===== src/rtl/core/assert_macros.svh =====
// Assertion helpers for the RTL
`ifndef ASSERT_MACROS_SVH
`define ASSERT_MACROS_SVH

// Property must hold at every clock edge outside reset
`define ASSERT_AT(lbl, clk, rst_n, prop, msg) \
  lbl: assert property (@(posedge clk) disable iff (!rst_n) prop) else $error(msg);

// Condition must never be true outside reset
`define ASSERT_NEVER(lbl, clk, rst_n, cond, msg) \
  lbl: assert property (@(posedge clk) disable iff (!rst_n) !(cond)) else $error(msg);

`endif


===== src/rtl/core/mat4m_pkg.sv =====
`timescale 1ns / 1ps
`default_nettype none

package mat4m_pkg;

  // Default matrix dimension
  localparam int DimDef = 4;

  // Field widths
  localparam int OpW    = 2;
  localparam int IdxW   = 4;
  localparam int ValW   = 32;
  localparam int FracW  = 16;
  localparam int ProdW  = 2 * ValW;

  // Operation codes
  localparam logic [OpW-1:0] OP_LOAD_L = 2'd0;
  localparam logic [OpW-1:0] OP_LOAD_R = 2'd1;
  localparam logic [OpW-1:0] OP_MUL    = 2'd2;

  typedef struct packed {
    logic [OpW-1:0]         op;
    logic [IdxW-1:0]        elem_index;
    logic signed [ValW-1:0] elem_value;
  } in_item_t;

  typedef struct packed {
    logic [IdxW-1:0]        out_index;
    logic signed [ValW-1:0] out_value;
    logic                   saturated;
    logic                   last;
  } out_item_t;

  // Sequencer to datapath
  typedef struct packed {
    logic issue;   // memory reads issued this cycle
    logic clear;   // start of a new dot product
  } mac_ctrl_t;

  // Datapath to sequencer
  typedef struct packed {
    logic busy;    // terms still in flight
  } mac_stat_t;

endpackage

`default_nettype wire


===== src/rtl/core/mat4m_ram.sv =====
`timescale 1ns / 1ps
`default_nettype none

module mat4m_ram #(
  parameter int Width = 32,
  parameter int Depth = 16
) (
  input  wire logic                     clk_i,
  input  wire logic                     we_i,
  input  wire logic [$clog2(Depth)-1:0] waddr_i,
  input  wire logic [Width-1:0]         wdata_i,
  input  wire logic                     re_i,
  input  wire logic [$clog2(Depth)-1:0] raddr_i,
  output logic      [Width-1:0]         rdata_o
);

  logic [Width-1:0] mem [Depth];

  // One write port, one registered read port
  always_ff @(posedge clk_i) begin
    if (we_i) begin
      mem[waddr_i] <= wdata_i;
    end
    if (re_i) begin
      rdata_o <= mem[raddr_i];
    end
  end

endmodule

`default_nettype wire


===== src/rtl/core/mat4m_mac.sv =====
`timescale 1ns / 1ps
`default_nettype none

module mat4m_mac
  import mat4m_pkg::*;
#(
  parameter int Dim = DimDef
) (
  input  wire logic                   clk_i,
  input  wire logic                   rst_ni,
  input  wire mac_ctrl_t              ctrl_i,
  input  wire logic [ValW-1:0]        a_i,
  input  wire logic [ValW-1:0]        b_i,
  output mac_stat_t                   stat_o,
  output logic signed [ValW-1:0]      value_o,
  output logic                        sat_o
);

  localparam int AccW = ProdW + $clog2(Dim);

  logic                     rd_vld_q;
  logic                     prod_vld_q;
  logic signed [ProdW-1:0]  prod_q;
  logic signed [AccW-1:0]   acc_q;
  logic signed [AccW-1:0]   acc_d;
  logic signed [AccW-1:0]   shifted;
  logic [AccW-ValW:0]       top_bits;
  logic                     fits;

  // Valid tracking through read and multiply stages
  always_ff @(posedge clk_i or negedge rst_ni) begin
    if (!rst_ni) begin
      rd_vld_q   <= 1'b0;
      prod_vld_q <= 1'b0;
    end else begin
      rd_vld_q   <= ctrl_i.issue;
      prod_vld_q <= rd_vld_q;
    end
  end

  // Full-precision product, registered
  always_ff @(posedge clk_i) begin
    if (rd_vld_q) begin
      prod_q <= $signed(a_i) * $signed(b_i);
    end
  end

  // Accumulate the exact sum
  always_comb begin
    acc_d = acc_q;
    if (ctrl_i.clear) begin
      acc_d = '0;
    end else if (prod_vld_q) begin
      acc_d = acc_q + {{(AccW-ProdW){prod_q[ProdW-1]}}, prod_q};
    end
  end

  always_ff @(posedge clk_i) begin
    acc_q <= acc_d;
  end

  // Floor shift, then clip to the 32-bit range
  assign shifted  = acc_q >>> FracW;
  assign top_bits = shifted[AccW-1:ValW-1];
  assign fits     = (&top_bits) | ~(|top_bits);

  always_comb begin
    if (fits) begin
      value_o = shifted[ValW-1:0];
    end else if (acc_q[AccW-1]) begin
      value_o = {1'b1, {(ValW-1){1'b0}}};
    end else begin
      value_o = {1'b0, {(ValW-1){1'b1}}};
    end
  end

  assign sat_o       = ~fits;
  assign stat_o.busy = rd_vld_q | prod_vld_q;

endmodule

`default_nettype wire


===== src/rtl/core/mat4_multiply.sv =====
// mat4_multiply: DIM x DIM signed Q16.16 matrix product, column-major
// (position = column * DIM + row).
// Input channel (in_valid_i / in_stall_o / in_item_i): op 0 loads one
// element of the left matrix, op 1 one element of the right matrix, op 2
// computes left * right. Loads at a position of DIM*DIM or beyond, and
// op 3, are dropped.
// Output channel (out_valid_o / out_stall_i / out_item_o): a multiply
// emits DIM*DIM elements in position order, last set on the final one;
// each is the floor of the exact dot product over 2^16, clipped to 32 bits
// with saturated set when clipped.
// Each product element is built one dot-product term per cycle, limited
// by the single read port of each matrix memory; the multiply pipeline
// then drains and the element is loaded into the output register.
// in_stall_o is high for the whole run. A stalled output holds its
// element and the sequencer waits on it. Loads are refused during a
// run; only the final element may still wait on the output while
// loads are taken.
// Reset empties the output and returns to idle; matrix contents are
// undefined until loaded.
`timescale 1ns / 1ps
`default_nettype none

`include "assert_macros.svh"

module mat4_multiply
  import mat4m_pkg::*;
#(
  parameter int Dim = DimDef
) (
  input  wire logic      clk_i,
  input  wire logic      rst_ni,
  input  wire logic      in_valid_i,
  output logic           in_stall_o,
  input  wire in_item_t  in_item_i,
  output logic           out_valid_o,
  input  wire logic      out_stall_i,
  output out_item_t      out_item_o
);

  localparam int NElem = Dim * Dim;
  localparam int AW    = $clog2(NElem);
  localparam int DW    = $clog2(Dim);

  localparam logic [1:0] ST_IDLE  = 2'd0;
  localparam logic [1:0] ST_ISSUE = 2'd1;
  localparam logic [1:0] ST_DRAIN = 2'd2;
  localparam logic [1:0] ST_EMIT  = 2'd3;

  logic [1:0]    state_q, state_d;
  logic [DW-1:0] k_q, k_d;
  logic [DW-1:0] row_q, row_d;
  logic [DW-1:0] col_q, col_d;
  logic [AW-1:0] pos_q, pos_d;
  logic          out_valid_q, out_valid_d;
  out_item_t     out_q;

  logic          in_xfer;
  logic          idx_ok;
  logic          we_l, we_r;
  logic          emit_go;
  logic          pos_last;
  logic [AW-1:0] waddr;
  logic [AW-1:0] raddr_l, raddr_r;
  logic [ValW-1:0] rdata_l, rdata_r;

  mac_ctrl_t             mac_ctrl;
  mac_stat_t             mac_stat;
  logic signed [ValW-1:0] mac_value;
  logic                  mac_sat;

  // Input side
  assign in_stall_o = (state_q != ST_IDLE);
  assign in_xfer    = in_valid_i & ~in_stall_o;
  assign idx_ok     = (32'(in_item_i.elem_index) < 32'(NElem));
  assign we_l       = in_xfer & idx_ok & (in_item_i.op == OP_LOAD_L);
  assign we_r       = in_xfer & idx_ok & (in_item_i.op == OP_LOAD_R);
  assign waddr      = AW'(in_item_i.elem_index);

  // Operand addresses for the current term
  assign raddr_l = AW'(k_q) * AW'(Dim) + AW'(row_q);
  assign raddr_r = AW'(col_q) * AW'(Dim) + AW'(k_q);

  assign mac_ctrl.issue = (state_q == ST_ISSUE);
  assign mac_ctrl.clear = (state_q == ST_ISSUE) && (k_q == '0);

  mat4m_ram #(.Width(ValW), .Depth(NElem)) u_left (
    .clk_i   (clk_i),
    .we_i    (we_l),
    .waddr_i (waddr),
    .wdata_i (in_item_i.elem_value),
    .re_i    (mac_ctrl.issue),
    .raddr_i (raddr_l),
    .rdata_o (rdata_l)
  );

  mat4m_ram #(.Width(ValW), .Depth(NElem)) u_right (
    .clk_i   (clk_i),
    .we_i    (we_r),
    .waddr_i (waddr),
    .wdata_i (in_item_i.elem_value),
    .re_i    (mac_ctrl.issue),
    .raddr_i (raddr_r),
    .rdata_o (rdata_r)
  );

  mat4m_mac #(.Dim(Dim)) u_mac (
    .clk_i   (clk_i),
    .rst_ni  (rst_ni),
    .ctrl_i  (mac_ctrl),
    .a_i     (rdata_l),
    .b_i     (rdata_r),
    .stat_o  (mac_stat),
    .value_o (mac_value),
    .sat_o   (mac_sat)
  );

  // Output slot free this cycle
  assign emit_go  = (state_q == ST_EMIT) && (~out_valid_q || ~out_stall_i);
  assign pos_last = (pos_q == AW'(NElem - 1));

  // Sequencer
  always_comb begin
    state_d     = state_q;
    k_d         = k_q;
    row_d       = row_q;
    col_d       = col_q;
    pos_d       = pos_q;
    out_valid_d = out_valid_q & out_stall_i;
    case (state_q)
      ST_IDLE: begin
        if (in_xfer && in_item_i.op == OP_MUL) begin
          state_d = ST_ISSUE;
          k_d     = '0;
          row_d   = '0;
          col_d   = '0;
          pos_d   = '0;
        end
      end
      ST_ISSUE: begin
        if (k_q == DW'(Dim - 1)) begin
          state_d = ST_DRAIN;
        end else begin
          k_d = k_q + 1'b1;
        end
      end
      ST_DRAIN: begin
        if (!mac_stat.busy) begin
          state_d = ST_EMIT;
        end
      end
      ST_EMIT: begin
        if (emit_go) begin
          out_valid_d = 1'b1;
          k_d         = '0;
          if (pos_last) begin
            state_d = ST_IDLE;
          end else begin
            state_d = ST_ISSUE;
            pos_d   = pos_q + 1'b1;
            if (row_q == DW'(Dim - 1)) begin
              row_d = '0;
              col_d = col_q + 1'b1;
            end else begin
              row_d = row_q + 1'b1;
            end
          end
        end
      end
      default: begin
        state_d = ST_IDLE;
      end
    endcase
  end

  always_ff @(posedge clk_i or negedge rst_ni) begin
    if (!rst_ni) begin
      state_q     <= ST_IDLE;
      k_q         <= '0;
      row_q       <= '0;
      col_q       <= '0;
      pos_q       <= '0;
      out_valid_q <= 1'b0;
    end else begin
      state_q     <= state_d;
      k_q         <= k_d;
      row_q       <= row_d;
      col_q       <= col_d;
      pos_q       <= pos_d;
      out_valid_q <= out_valid_d;
    end
  end

  // Output register
  always_ff @(posedge clk_i) begin
    if (emit_go) begin
      out_q.out_index <= IdxW'(pos_q);
      out_q.out_value <= mac_value;
      out_q.saturated <= mac_sat;
      out_q.last      <= pos_last;
    end
  end

  assign out_valid_o = out_valid_q;
  assign out_item_o  = out_q;

  // Checks
  `ASSERT_AT(a_mul_starts, clk_i, rst_ni,
    (in_xfer && in_item_i.op == OP_MUL) |=> (state_q == ST_ISSUE), "multiply did not start")
  `ASSERT_NEVER(a_emit_busy, clk_i, rst_ni,
    (state_q == ST_EMIT) && mac_stat.busy, "emit while terms in flight")
  `ASSERT_AT(a_last_idle, clk_i, rst_ni,
    (emit_go && pos_last) |=> (state_q == ST_IDLE && out_valid_q && out_q.last),
    "run did not end on last element")

endmodule

`default_nettype wire


===== config.mk =====
export PLATFORM = sky130hd
export DESIGN_NAME = mat4_multiply
export DESIGN_NICKNAME = d
export VERILOG_FILES = /design/src/rtl/core/mat4m_pkg.sv /design/src/rtl/core/mat4m_ram.sv /design/src/rtl/core/mat4m_mac.sv /design/src/rtl/core/mat4_multiply.sv
export VERILOG_INCLUDE_DIRS = /design/src /design/src/rtl/core
export SDC_FILE = /design/constraint.sdc
export NUM_CORES = 2
export LEC_CHECK = 0
export BUFFER_PORTS_ARGS = -buffer_cell sky130_fd_sc_hd__buf_4
export CAP_MARGIN = 5
export CORE_UTILIZATION = 61
export DETAILED_ROUTE_END_ITERATION = 8
export PLACE_DENSITY = 0.85
export SLEW_MARGIN = 20
export SYNTH_ARGS = -nofsm -noshare
export SYNTH_HDL_FRONTEND = slang
export SYNTH_SLANG_ARGS = --single-unit

===== constraint.sdc =====
create_clock -name clk_i -period 25.7 [get_ports clk_i]
set_input_delay 5.14 -clock clk_i [delete_from_list [all_inputs] [get_ports clk_i]]
set_output_delay 5.14 -clock clk_i [all_outputs]
set_load 0.02 [all_outputs]

Word-level counts from Yosys, hierarchy flattened
Memory sizes are Yosys's and may differ from the RTL's. A register that Yosys moved wholly into a read port is not among the register bits.
Index checks and enable logic that the tools add are counted.

operators by class
  add/sub/neg operators = 7
  $mul = 1
  equality and inequality tests = 15
  multiplexer cells = 30
  bitwise logic cells = 11
  reduce and logical (&&, ||, !) cells = 16

operator list
  kind                                            count
  adder 66 bit                                    1
  multiplier 32 x 32 -> 64 bit                    1
  two-way mux 32 bit                              2
  two-way mux 2 bit                               13
  AND reduction 19 bit                            1
  OR reduction 19 bit                             1
  two-way mux 4 bit                               3
  inequality test 2 bit (second input constant)   6
  AND reduction 4 bit                             3
  == test 2 bit (second input constant)           5
  adder 4 x 2 -> 4 bit                            2
  one-hot mux 2 bit (2 select lines)              2
  one-hot mux 2 bit (4 select lines)              1
  one-hot mux 4 bit (2 select lines)              1
  two-way mux 1 bit                               7
  adder 2 x 1 -> 2 bit (second input constant)    3
  logical NOT 2 bit                               3
  one-hot mux 2 bit (3 select lines)              1
  NOT 1 bit                                       5
  AND reduction 5 bit                             1
  adder 4 x 1 -> 4 bit (second input constant)    1
  AND 1 bit                                       4
  == test 2 x 1 -> 1 bit (second input constant)  2
  == test 4 bit (second input constant)           1
  other kinds (6)                                 10

word-level totals
  register bits after elaboration = 183
  RAM bits = 1024
  output and inout bits = 40
  logic and storage cells = 96
  memories kept = 2

memories
  memory       depth  bits a word  rd ports  clocked after Yosys merged registers in  wr ports  line             text
  u_left.mem   16     32           1         1                                        1         mat4m_ram.sv:17  logic [Width-1:0] mem [Depth];
  u_right.mem  16     32           1         1                                        1         mat4m_ram.sv:17

Logic depth before layout (Yosys ltp)
  depth in word-level cells = 6
  mapped depth = 31
  gate-level depth less buffers = 30

By module
Synthesis repeated with hierarchy kept, for this count alone.

unflattened totals
  cells, all modules = 6600
  area, all modules = 86789.5 µm²

by module, submodules not included
  module                times used  cells each  area each (µm²)
  mat4m_mac             1           4777        44341.3
  mat4m_ram at u_right  1           838         20174.3
  mat4m_ram at u_left   1           838         20155.6
  mat4_multiply         1           147         2118.3

Least setup slack after synthesis
OpenSTA, ideal clock, no wires.

  kind = in2reg
  from = input in_item_i[34] (netlist name)
  to = memory u_left.mem[4][0] (enable)
  data arrival time = 8.212 ns
  data required time = 25.239 ns
  slack = 17.027 ns
  stages on the path = 4
  path through = clkbuf_1 > nand2b_1 > or4_1 > nor3_1

RTL lines
  item         line                 text
  from (decl)  mat4_multiply.sv:34  input wire in_item_t in_item_i,
  to (decl)    mat4m_ram.sv:17

No word-level cell before the write port.

Final worst setup path
  from = register u_right.rdata_o[6] (read register of u_right.mem)
  to = register u_mac.prod_q[63] (data pin)

between the ends
  word-level cells in the longest chain between the ends = 1

ends and longest elaborated chain
  item                          line             text
  from (decl)                   mat4m_ram.sv:14  output logic [Width-1:0] rdata_o
  multiplier 32 x 32 -> 64 bit  mat4m_mac.sv:44  prod_q <= $signed(a_i) * $signed(b_i);
  to (signal assigned)          mat4m_mac.sv:44
  to (decl)                     mat4m_mac.sv:23  logic signed [ProdW-1:0] prod_q;

No other way between the ends.
A chain may end at the register's enable or synchronous reset.

==> metrics.yaml <==
die:
  fp-row-count: 137
  die_area_um2: 144000
  num_io_pins: 82
  die_width_um: 379
  core_um2: 140000
  die_h_um: 379
  initial_core_util: 0.618
layout:
  nNetsFinal: 7784
  instances_no_fill: 8389
  area_growth_pct: 8.20
  final_layout_size_suffix_gt1_frac: 0.119
  final_cell_mix: "1190 x edfxtp_1, 1083 x fa_1, 1025 x inv_1"
  final_common_cell: "edfxtp_1"
timing:
  slew_viol_final: 0
  setup_viol: 0
  rsz0062_at_grt: "false"
  min_period_over_period: 0.378
  setup_tns_ns: 0
  setup_slack_ns: 15.99
  min_period_ns: 9.71
  fin_skew_ns: 0.121
  finalHoldViolations: 0
  worst_pin_slew_ns: 1.20
  relSlewSlack: 0.194
  fmax_mhz: 103
worst_setup_path:
  cp_max_fo: 32
  startpoint_type: "register"
  crit_top_cell: "fa_1"
  worstSetupPathType: "reg -> reg"
  cp-end-kind: "register"
  crit_required_ns: 26.16
  crit_path_start: "u_right.rdata_o[6]"
  worstPathArrival_ns: 10.17
  slowest_stage: "edfxtp_1"
  rr_startpoint: "u_right.rdata_o[6]"
  cpPeakStageDelay_ns: 1.03
clock_network:
  clk-insertion-delay-late_ns: 0.83
  clk_pin_slew_worst_paths_ns: 0.06
  numClockSinks: 1271
  post_cts_resized: 0
  cts_setup_buffers: 0
  cts_buffer_depth: 3
  numCtsBuffers: 121
  hold_buffers: 0
  clockRootBuffer: "clkbuf_16"
  tritoncts: "built"
  h-tree-depth: 3
global_routing:
  antenna_found_initial: 6
  global_route.usage.total: 0.333
  grt_pass1_vias: 57500
  grt_max_degree: 69
  grt_first_pass_wirelength_um: 350000
  grt_overflow: 0
logic_synthesis:
  synth_nets: 7795
  synthCells: 6412
  ys_seq_elements: 1271
  async_flop_share: 0.0118
  synth_edf_count: 1190
  synth_top_area_cell: "edfxtp_1"
  ys_types: 77
  yosysWarnings: 0
  synth_area_um2: 86600
  synth_area_leaders: "edfxtp_1 41%, fa_1 25%, mux4_2 8.3%"
  avgSynthCellArea_um2: 13.5
  netlist.area_leader.share: 0.413
  synth_flop_cell: "edfxtp_1"
  ys_seq_area_frac: 0.432
drt:
  vias: 53500
  wl_met1_um: 80400
  met2WireLength_um: 111000
  wl_met3_um: 28700
  wl_per_cell_um: 27.7
  routed_wl_um: 232000
  highest-signal-layer: "met5"
  first_pass_iters: 6
  drtAntennaViolNets: 0
  drc_errors: 0
  routed_via_density: 6.38
  drt-initial-drc-count: 6729
flow_run:
  maxCapViolCount: 0
min_path:
  min_from: "u_mac.acc_q[7]"
  hp-class: "reg -> reg"
place:
  io_buffers: 81
  dp_cells: 8153
  dp_slack_ns: 16.13
  gp_congestion: 0.961
  dpl.hpwl_um: 143000
run_status:
  status: "finished clean"
layer usage:
layer | track usage | vias to the layer above
met3 | 0.0919 | 1004
met4 | 0.151 | 8
met1 | 0.422 | 27100
met5 | 0 | -
met2 | 0.537 | 4037
li1 | - | 21400
state kept, by name, indices dropped and copies added, names as in the netlist, 2 cells and up:
| register | count |
|---|---|
| u_left.mem | 512 |
| u_right.mem | 512 |
| u_mac.acc_q | 66 |
| u_mac.prod_q | 64 |
| out_item_o | 38 |
| u_left.rdata_o | 32 |
| u_right.rdata_o | 32 |
| pos_q | 4 |
| col_q | 2 |
| k_q | 2 |
| row_q | 2 |
| state_q | 2 |
critical path: cells and delay by family (launching register included):
kind            cells  cell delay (ns)
compound gates      8             1.42
xor+xnor            1             0.07
fa+ha+maj           9             5.03
buf+inv             7             1.03
flops               1             1.03
simple gates        3             0.77
worst paths after layout:
kind / endpoint / slack (ns) / cells after the start
worst max-delay path: u_mac.prod_q[63] / 15.99 / 28
worst min-delay path: u_mac.acc_q[7] / 0.49 / 2
worst max register to register: u_mac.prod_q[63] / 15.99 / 28
worst min register to register: u_mac.acc_q[7] / 0.49 / 2
max in group asynchronous: u_mac.prod_vld_q / 21.04 / 1
min in group asynchronous: k_q[1] / 4.26 / 1
final cells by class:
type | count | area, µm²
fillers | 9148 | 46500
diodes | 7 | 17.5
flip-flops and latches | 1271 | 37500
clock buffers | 140 | 3180
multi-input cells | 3787 | 44300
repair buffers | 193 | 1460
inverters | 1027 | 3850
clock inverters | 88 | 1080
well taps | 1876 | 2350
cells by family after synthesis:
kind of cell / Yosys count / synth area share
adders and majority gates: 1341 / 0.288
buffers and inverters: 1354 / 0.0590
and+or+nand+nor: 1462 / 0.0833
DFF: 1271 / 0.432
muxes: 369 / 0.0889
AOI/OAI and AO/OA: 490 / 0.0365
xor gates and xnor gates: 125 / 0.0126
Yosys cell counts (6+ instances only):
master    instances
edfxtp_1       1190
fa_1           1083
inv_1          1025
nand2_1         595
and2_1          516
mux4_2          320
clkbuf_1        284
ha_1            258
nor2_1          169
a21oi_1         166
xnor2_1          81
a21o_1           80
o21ai_0          70
dfxtp_1          66
mux2i_1          48
xor2_1           44
buf_1            33
o21bai_1         33
nand4_1          31
nand3_1          28
nor3_1           26
nand2b_1         25
and3_1           23
a211oi_1         20
o21ai_1          20
nor2b_1          16
o21a_1           16
dfrtp_1          15
a31oi_1          10
o31ai_1           9
nor4_1            8
a22o_1            6
and4_1            6
buf_2             6
o211ai_1          6
through the flow:
stage                     utilization  hold slack, ns  instance area, µm²
after floorplan                     -           0.456               86600
after global placement          0.638           0.474               89400
after detailed placement        0.638           0.485               89400
after CTS                       0.668           0.494               93700
after global routing            0.668           0.511               93700
final                           0.668           0.494               93700
Power is left out: the tool's default activity adds up to more than one toggle a clock period on the data nets, which glitch-free logic cannot reach.
